<file path="src/rtl/skt_pkg.sv">
// shared constants, codes and types for the sorted key table
package skt_pkg;

    localparam int CAPACITY = 16;
    localparam int KEY_W    = 32;
    localparam int IDX_W    = (CAPACITY > 1) ? $clog2(CAPACITY) : 1;
    localparam int CNT_W    = $clog2(CAPACITY + 1);
    localparam int STAT_W   = 2;
    localparam int POS_W    = 4;
    localparam int OUT_W    = 8;

    localparam logic OP_INSERT = 1'b0;
    localparam logic OP_SEARCH = 1'b1;

    localparam logic [STAT_W-1:0] STAT_INSERTED  = 2'd0;
    localparam logic [STAT_W-1:0] STAT_FULL      = 2'd1;
    localparam logic [STAT_W-1:0] STAT_FOUND     = 2'd2;
    localparam logic [STAT_W-1:0] STAT_NOT_FOUND = 2'd3;

    typedef enum logic [2:0] {
        ST_IDLE,
        ST_INSERT,
        ST_CMP,
        ST_SEARCH,
        ST_RESULT
    } skt_state_t;

    typedef struct packed {
        logic eq;
        logic lt;
    } skt_flags_t;

    typedef struct packed {
        logic             done;
        logic             found;
        logic [IDX_W-1:0] pos;
    } skt_srch_res_t;

endpackage

</file>
<file path="src/rtl/sorted_key_table_insert_search_top.sv">
// top level of the sorted key table: cell row, search sequencer, control and output register
// insert: ST_INSERT, then ST_RESULT, then output register; keys shift one slot together
// search: ST_CMP, ST_SEARCH until done, ST_RESULT; one binary search step per cycle over flags
// one item in flight: s_tready is high only in ST_IDLE
// the next item is taken the cycle after its result enters the output register
// rst_n is asynchronous, active low; it clears entry count, control and output valid, not keys
module sorted_key_table_insert_search_top (
    input  logic        clk,
    input  logic        rst_n,
    input  logic        s_tvalid,
    output logic        s_tready,
    input  logic [31:0] s_tdata,   // key[31:0]
    input  logic        s_tuser,   // opcode[0]
    output logic        m_tvalid,
    input  logic        m_tready,
    output logic [7:0]  m_tdata,   // position[3:0], zero[7:4]
    output logic [1:0]  m_tuser    // status[1:0]
);

    localparam int N = skt_pkg::CAPACITY;

    skt_pkg::skt_state_t               state_reg;
    skt_pkg::skt_state_t               state_next;
    logic [skt_pkg::CNT_W-1:0]         count_reg;
    logic [skt_pkg::CNT_W-1:0]         count_next;
    logic signed [skt_pkg::KEY_W-1:0]  key_reg;
    logic signed [skt_pkg::KEY_W-1:0]  key_next;
    logic [skt_pkg::STAT_W-1:0]        stat_reg;
    logic [skt_pkg::STAT_W-1:0]        stat_next;
    logic [skt_pkg::POS_W-1:0]         pos_reg;
    logic [skt_pkg::POS_W-1:0]         pos_next;
    logic                              out_valid_reg;
    logic                              out_valid_next;
    logic [skt_pkg::STAT_W-1:0]        out_stat_reg;
    logic [skt_pkg::STAT_W-1:0]        out_stat_next;
    logic [skt_pkg::POS_W-1:0]         out_pos_reg;
    logic [skt_pkg::POS_W-1:0]         out_pos_next;

    logic                              ins_en;
    logic                              srch_start;
    logic                              full;
    logic                              take   [N];
    logic signed [skt_pkg::KEY_W-1:0]  slot_key [N];
    skt_pkg::skt_flags_t               flags  [N];
    skt_pkg::skt_srch_res_t            srch_res;

    assign full = (count_reg == skt_pkg::CNT_W'(N));

    genvar gi;
    generate
        for (gi = 0; gi < N; gi++)
        begin : g_cell
            logic                             left_take;
            logic signed [skt_pkg::KEY_W-1:0] left_key;
            if (gi == 0)
            begin : g_first
                assign left_take = 1'b0;
                assign left_key  = key_reg;
            end
            else
            begin : g_rest
                assign left_take = take[gi-1];
                assign left_key  = slot_key[gi-1];
            end
            skt_cell u_cell (
                .clk       (clk),
                .ins_en    (ins_en),
                .occupied  (skt_pkg::CNT_W'(gi) < count_reg),
                .tail      (skt_pkg::CNT_W'(gi) == count_reg),
                .key       (key_reg),
                .left_take (left_take),
                .left_key  (left_key),
                .take      (take[gi]),
                .slot_key  (slot_key[gi]),
                .flags     (flags[gi])
            );
        end
    endgenerate

    skt_search u_search (
        .clk   (clk),
        .rst_n (rst_n),
        .start (srch_start),
        .count (count_reg),
        .flags (flags),
        .res   (srch_res)
    );

    always_comb
    begin
        state_next     = state_reg;
        count_next     = count_reg;
        key_next       = key_reg;
        stat_next      = stat_reg;
        pos_next       = pos_reg;
        out_valid_next = out_valid_reg;
        out_stat_next  = out_stat_reg;
        out_pos_next   = out_pos_reg;
        ins_en         = 1'b0;
        srch_start     = 1'b0;
        s_tready       = (state_reg == skt_pkg::ST_IDLE);

        if (out_valid_reg && m_tready)
        begin
            out_valid_next = 1'b0;
        end

        unique case (state_reg)
            skt_pkg::ST_IDLE:
            begin
                if (s_tvalid)
                begin
                    key_next   = s_tdata;
                    state_next = (s_tuser == skt_pkg::OP_SEARCH) ? skt_pkg::ST_CMP
                                                                 : skt_pkg::ST_INSERT;
                end
            end
            skt_pkg::ST_INSERT:
            begin
                pos_next   = '0;
                state_next = skt_pkg::ST_RESULT;
                if (full)
                begin
                    stat_next = skt_pkg::STAT_FULL;
                end
                else
                begin
                    ins_en     = 1'b1;
                    count_next = count_reg + {{(skt_pkg::CNT_W-1){1'b0}}, 1'b1};
                    stat_next  = skt_pkg::STAT_INSERTED;
                end
            end
            skt_pkg::ST_CMP:
            begin
                srch_start = 1'b1;
                state_next = skt_pkg::ST_SEARCH;
            end
            skt_pkg::ST_SEARCH:
            begin
                if (srch_res.done)
                begin
                    state_next = skt_pkg::ST_RESULT;
                    if (srch_res.found)
                    begin
                        stat_next = skt_pkg::STAT_FOUND;
                        pos_next  = skt_pkg::POS_W'(srch_res.pos);
                    end
                    else
                    begin
                        stat_next = skt_pkg::STAT_NOT_FOUND;
                        pos_next  = '0;
                    end
                end
            end
            skt_pkg::ST_RESULT:
            begin
                if (!out_valid_reg || m_tready)
                begin
                    out_valid_next = 1'b1;
                    out_stat_next  = stat_reg;
                    out_pos_next   = pos_reg;
                    state_next     = skt_pkg::ST_IDLE;
                end
            end
            default:
            begin
                state_next = skt_pkg::ST_IDLE;
            end
        endcase
    end

    always_ff @(posedge clk or negedge rst_n)
    begin
        if (!rst_n)
        begin
            state_reg     <= skt_pkg::ST_IDLE;
            count_reg     <= '0;
            out_valid_reg <= 1'b0;
        end
        else
        begin
            state_reg     <= state_next;
            count_reg     <= count_next;
            out_valid_reg <= out_valid_next;
        end
    end

    always_ff @(posedge clk)
    begin
        key_reg      <= key_next;
        stat_reg     <= stat_next;
        pos_reg      <= pos_next;
        out_stat_reg <= out_stat_next;
        out_pos_reg  <= out_pos_next;
    end

    assign m_tvalid = out_valid_reg;
    assign m_tuser  = out_stat_reg;
    assign m_tdata  = {{(skt_pkg::OUT_W - skt_pkg::POS_W){1'b0}}, out_pos_reg};

endmodule

</file>
<file path="src/rtl/skt_cell.sv">
// one slot of the table: holds a key, shifts on insert, compares against the probe key
module skt_cell (
    input  logic                              clk,
    input  logic                              ins_en,
    input  logic                              occupied,
    input  logic                              tail,
    input  logic signed [skt_pkg::KEY_W-1:0]  key,
    input  logic                              left_take,
    input  logic signed [skt_pkg::KEY_W-1:0]  left_key,
    output logic                              take,
    output logic signed [skt_pkg::KEY_W-1:0]  slot_key,
    output skt_pkg::skt_flags_t               flags
);

    logic signed [skt_pkg::KEY_W-1:0] key_reg;
    logic signed [skt_pkg::KEY_W-1:0] key_next;
    skt_pkg::skt_flags_t              flags_reg;
    skt_pkg::skt_flags_t              flags_next;

    always_comb
    begin
        flags_next.eq = (key_reg == key);
        flags_next.lt = (key_reg < key);
        take          = (occupied && !flags_next.eq && !flags_next.lt) || tail;
        key_next      = key_reg;
        if (ins_en && take)
        begin
            key_next = left_take ? left_key : key;
        end
    end

    always_ff @(posedge clk)
    begin
        key_reg   <= key_next;
        flags_reg <= flags_next;
    end

    assign slot_key = key_reg;
    assign flags    = flags_reg;

endmodule

</file>
<file path="src/rtl/skt_search.sv">
// binary search sequencer stepping over the registered compare flags of the cells
module skt_search (
    input  logic                              clk,
    input  logic                              rst_n,
    input  logic                              start,
    input  logic [skt_pkg::CNT_W-1:0]         count,
    input  skt_pkg::skt_flags_t               flags [skt_pkg::CAPACITY],
    output skt_pkg::skt_srch_res_t            res
);

    logic                          busy_reg;
    logic                          busy_next;
    logic [skt_pkg::CNT_W-1:0]     low_reg;
    logic [skt_pkg::CNT_W-1:0]     low_next;
    logic [skt_pkg::CNT_W-1:0]     hiex_reg;
    logic [skt_pkg::CNT_W-1:0]     hiex_next;
    skt_pkg::skt_srch_res_t        res_reg;
    skt_pkg::skt_srch_res_t        res_next;
    logic [skt_pkg::CNT_W:0]       mid_sum;
    logic [skt_pkg::IDX_W-1:0]     mid;
    logic [skt_pkg::CNT_W-1:0]     mid_cnt;

    always_comb
    begin
        mid_sum   = {1'b0, low_reg} + {1'b0, hiex_reg} - {{skt_pkg::CNT_W{1'b0}}, 1'b1};
        mid_cnt   = mid_sum[skt_pkg::CNT_W:1];
        mid       = mid_cnt[skt_pkg::IDX_W-1:0];
        busy_next = busy_reg;
        low_next  = low_reg;
        hiex_next = hiex_reg;
        res_next  = '{done: 1'b0, found: res_reg.found, pos: res_reg.pos};
        if (start)
        begin
            busy_next = 1'b1;
            low_next  = '0;
            hiex_next = count;
        end
        else if (busy_reg)
        begin
            if (low_reg >= hiex_reg)
            begin
                busy_next = 1'b0;
                res_next  = '{done: 1'b1, found: 1'b0, pos: '0};
            end
            else if (flags[mid].eq)
            begin
                busy_next = 1'b0;
                res_next  = '{done: 1'b1, found: 1'b1, pos: mid};
            end
            else if (flags[mid].lt)
            begin
                low_next = mid_cnt + {{(skt_pkg::CNT_W-1){1'b0}}, 1'b1};
            end
            else
            begin
                hiex_next = mid_cnt;
            end
        end
    end

    always_ff @(posedge clk or negedge rst_n)
    begin
        if (!rst_n)
        begin
            busy_reg <= 1'b0;
            res_reg  <= '0;
        end
        else
        begin
            busy_reg <= busy_next;
            res_reg  <= res_next;
        end
    end

    always_ff @(posedge clk)
    begin
        low_reg  <= low_next;
        hiex_reg <= hiex_next;
    end

    assign res = res_reg;

endmodule

</file>
<file path="config.mk">
export PLATFORM = sky130hd
export DESIGN_NAME = sorted_key_table_insert_search_top
export DESIGN_NICKNAME = d
export VERILOG_FILES = /design/src/rtl/skt_pkg.sv /design/src/rtl/sorted_key_table_insert_search_top.sv /design/src/rtl/skt_cell.sv /design/src/rtl/skt_search.sv
export SDC_FILE = /design/constraint.sdc
export NUM_CORES = 1
export LEC_CHECK = 0
export BUFFER_PORTS_ARGS = -buffer_cell sky130_fd_sc_hd__buf_2
export CORE_MARGIN = 1.5
export CORE_UTILIZATION = 58
export DETAILED_ROUTE_END_ITERATION = 7
export GPL_ROUTABILITY_DRIVEN = 0
export PLACE_DENSITY = 0.77
export SLEW_MARGIN = 40
export SYNTH_ARGS = -nofsm -noshare
export SYNTH_HDL_FRONTEND = slang
export SYNTH_HIERARCHICAL = 1
export SYNTH_SLANG_ARGS = --single-unit
</file>
<file path="constraint.sdc">
create_clock -name clk -period 4.3 [get_ports clk]
set_input_delay 0.43 -clock clk [delete_from_list [all_inputs] [get_ports clk]]
set_output_delay 0.43 -clock clk [all_outputs]
set_load 0.02 [all_outputs]
</file>
# Word level (Yosys, flattened, before mapping)
# Index checks and enable logic that the tools add are counted.
# totals
regBits	614
inputBits	37
out_inout_bits	12
word_cells	308
# classes
add_sub_neg	4
magnitude_cmp	34
n_eq_ne	42
n_mux	49
bitwise_logic	5
reduce_logical	112
# ops
operator	n
$eq A32 B32 Y1	16
$lt A32 B32 Y1	16
$mux W32	15
$logic_and A1 B1 Y1	49
$eq A4 B5 Y1 const A	8
$lt A4 B5 Y1 const A	8
$logic_not A1 Y1	33
$mux W5	5
$mux W6	4
$eq A3 B5 Y1 const A	4
$lt A3 B5 Y1 const A	4
$logic_or A1 B1 Y1	17
$pmux W3 S5	1
$mux W1	12
$add A5 B1 Y5 const B	2
$eq A2 B5 Y1 const A	2
$lt A1 B5 Y1 const A	2
$lt A2 B5 Y1 const A	2
$ne A2 B2 Y1 const B	5
$mux W3	3
$bmux W2 S4	1
$mux W2	4
$mux W4	2
$pmux W4 S2	1
19 further kinds	30

# Logic depth before layout (Yosys ltp)
# depth
depth_word	11
mapped_depth	12
ltp_nobuf	11

# Cells and area by module
# The synthesis kept the hierarchy.
# by_module_without_submodules
module	instances	cells_per_inst	area_per_inst_um2	seq_area_each_um2
skt_cell at g_cell[0].u_cell ...	15	228	2183.3	1001.0
skt_cell at g_cell[2].u_cell	1	227	2192.1	1001.0
sorted_key_table_insert_search_top	1	155	2192.1	1546.5
skt_search	1	138	1451.4	425.4

# Worst setup path before layout
# No wires, ideal clock.
# synth_path
path_kind	register to register
startpoint	register key_reg (netlist bit g_cell[0].left_key[23])
endpoint	register g_cell[2].u_cell.key_reg (netlist bit g_cell[2].u_cell/slot_key[0]), enable pin
setup_ps	441
arrival_time_ps	3652
required_ps	3859
path_slack_ps	208
path_stages_with_launch	9
n_path_buf	0
period_less_slack_ps	4092
path_cell_list	edfxtp_1 > inv_1 > ha_1 > a21oi_2 > o21ai_1 > a221oi_1 > o211ai_1 > or4_1 > a31oi_1
# synth_between
elab_chain_cells	6
elab_cells_between_ends	8
cone_classes	order compare (1); eq/ne (1); reduce/logical (6)
# synth_lines
item	line	source
start: declaration	sorted_key_table_insert_search_top.sv:26	logic signed [skt_pkg::KEY_W-1:0] key_reg;
start signal: assignment	sorted_key_table_insert_search_top.sv:190	key_reg <= key_next;
branches (longest 3 deep; another with $lt A32 B32 Y1)	-	
$logic_and A1 B1 Y1 *	skt_cell.sv:24	take = (occupied && !flags_next.eq && !flags_next.lt) || tail;
$logic_or A1 B1 Y1 *	skt_cell.sv:24	
$logic_and A1 B1 Y1 *	skt_cell.sv:26	if (ins_en && take)
end signal: assignment	skt_cell.sv:34	key_reg <= key_next;
end: declaration	skt_cell.sv:15	logic signed [skt_pkg::KEY_W-1:0] key_reg;
# Mark *: on every way between the ends.
# A chain may end at the register's enable or synchronous reset.

==> results.yml <==
global_route:
  busiest_layer: "met2"
  grt_max_degree: 64
  grt_first_pass_wirelength_microns: 162000
  use_met3: 0.0565
  gr-usage-all-layers: 0.310
  grt-ovfl-total: 0
  grt_use_met2: 0.515
  antenna_found_initial: 2
  grt_pass1_vias: 29700
  grt_use_met1: 0.387
worst_setup_path:
  cp_cell_sequence: "buf_4, inv_1, ha_1, nand4_1, nor4_1, and3_1, nor2_1, a31oi_1, nand3_2, buf_12, nand2_1, o21ai_0"
  worst-r2r-setup-slack_ns: 0.32
  crit_fanout: 37
  crit_family: "simple AND/OR/NAND/NOR gates"
  start_kind: "register"
  worstSetupPathType: "reg2reg"
  worstReg2RegEnd: "g_cell[2].u_cell/slot_key[18]"
  worstPathRequired_ns: 4.67
  crit_arrival_ns: 4.36
  r2r-start: "g_cell[0].left_key[13]"
  critPathLaunch: "g_cell[0].left_key[13]"
  slowest_stage: "nor4_1"
  ff2ff_path_depth: 12
  slowest_delay_ns: 0.61
  end_kind: "register"
  path_buf_inv: 3
sta:
  finalSetupViolations: 0
  setup_ws_ns: 0.318
  fin_crit_ns: 3.98
  fin_crit_sh: 0.926
  fmax_mhz: 251
  fin_skew_ns: 0.0297
  rsz0062_at_grt: "false"
  worst_slew_pin_slew_ns: 0.828
  maxSlewViolCount: 0
  slew_headroom: 0.446
  tns_ns: 0
  hold_viol: 0
hold_path:
  hold_path_depth: 3
  min-delay-start: "m_tready"
  hold_end: "m_tvalid"
  hold_path.class: "in2reg"
logic_synthesis:
  avgSynthCellArea_sq_um: 9.79
  yosys_warnings: 6
  synthCells: 3939
  synth_area_sq_mm: 0.0386
routing:
  routed_wl_microns: 105000
  wl_per_cell_microns: 21.0
  drc_errors: 0
  first_pass_iters: 6
  vias_per_cell: 6.06
  drtIter0Drc: 2798
  num_vias: 30100
  antenna_left: 0
floorplanning:
  row_count: 94
  die_y_microns: 261
  core-area_sq_mm: 0.0657
  die_x_microns: 261
  die-area_sq_mm: 0.0681
  pin_count: 49
  start_util: 0.587
layout:
  drive_above_1_share: 0.0895
  utilization: 0.654
  nets: 4619
  final_cell_mix: "646 x nand2_1, 569 x inv_1, 561 x edfxtp_1"
  multi_input_area_sq_mm: 0.0183
  diodes: 0
  area_delta_synth_final_pct: 11.5
  largest_register_ffs: 512
  fin_area_sq_mm: 0.0430
  nFillCells: 5071
  layout_commonest_cell: "nand2_1"
  seqCellArea_sq_mm: 0.0180
clock_tree:
  cts_tree: "yes"
  cts-root-buf: "clkbuf_16"
  cts_made_buffers: 70
  clkLatencyLatePin_ns: 0.64
  clk_pin_slew_ns: 0.06
  cts_buffer_depth: 3
  cts.sinks: 614
  htreeDepth: 3
  post_cts_buffers: 0
pwr:
  comb_power_share: 0.005
  seqPwrFrac: 0.523
  power_density_mw_per_mm2: 286
  power.leakage_nw: 17.7
  swShare: 0.208
  switching_power_mw: 2.55
  ir_drop_mv: 0.278
  total_power_mw: 12.3
  internal-power_mw: 9.74
  p_clk_frac: 0.472
placement:
  dpl.hpwl_microns: 72100
  pre_cts_slack_ns: 0.272
  portBuffers: 44
  placed_cell_area_sq_mm: 0.0405
flow_run:
  drv_cap: 0
run_status:
  status: "finished, final reports clean"
[what timing repair did]
item	in CTS	in global routing
hold endpoints to repair	48	0
resized for setup	0	0
hold buffers	33	0
[worst register-to-register path, stage by stage (launching register included)]
cell,delay (ns)
edfxtp_1,0.36
buf_4,0.36
inv_1,0.12
ha_1,0.32
nand4_1,0.16
nor4_1,0.61
and3_1,0.32
nor2_1,0.08
a31oi_1,0.37
nand3_2,0.50
buf_12,0.36
nand2_1,0.07
o21ai_0,0.10
[worst max path at each step]
stage | end | slack (ns) | depth (start not counted)
after detailed placement | u_search/hiex_reg[0] | 0.27 | 9
after global placement | u_search/hiex_reg[0] | 0.27 | 9
after floorplan | g_cell[2].u_cell/slot_key[0] | 0.21 | 8
final | g_cell[2].u_cell/slot_key[18] | 0.32 | 12
after global routing | g_cell[2].u_cell/slot_key[18] | 0.14 | 12
after CTS | u_search/hiex_reg[1] | 0.23 | 9
[power by group through the flow]
stage | clock, mW | combinational [mW] | sequential, mW
floorplan | 0 | 0.0202 | 6.55
global placement | 0 | 0.0368 | 6.55
detailed placement | 0 | 0.0374 | 6.55
CTS | 5.85 | 0.0604 | 6.42
global route | 6.08 | 0.0732 | 6.42
finish | 5.80 | 0.0671 | 6.42
[metrics by stage]
stage	hold slack, ns	std cells
floorplan	0.134	3943
global placement	0.395	4811
detailed placement	0.396	4811
CTS	0.0776	4974
global route	0.0919	4974
finish	0.0995	4974
[area by class of cell]
cell class                 instances  share of cell area
clock buffer                     102              0.0449
timing repair buffer             164              0.0312
tap                              864              0.0251
multi-input combinational       2632               0.425
inverter                         570              0.0497
clock inverter                    28             0.00564
sequential                       614               0.418
[routing by layer]
| metal | part of all wire | vias up | wire [microns] |
|---|---|---|---|
| met3 | 0.079 | 342 | 8300 |
| met5 | 0.00033 | - | 35 |
| met1 | 0.39 | 14300 | 41000 |
| met4 | 0.056 | 6 | 5840 |
| li1 | - | 14300 | - |
| met2 | 0.47 | 1230 | 49300 |
Note: power is estimated with default switching activity, not from simulation.
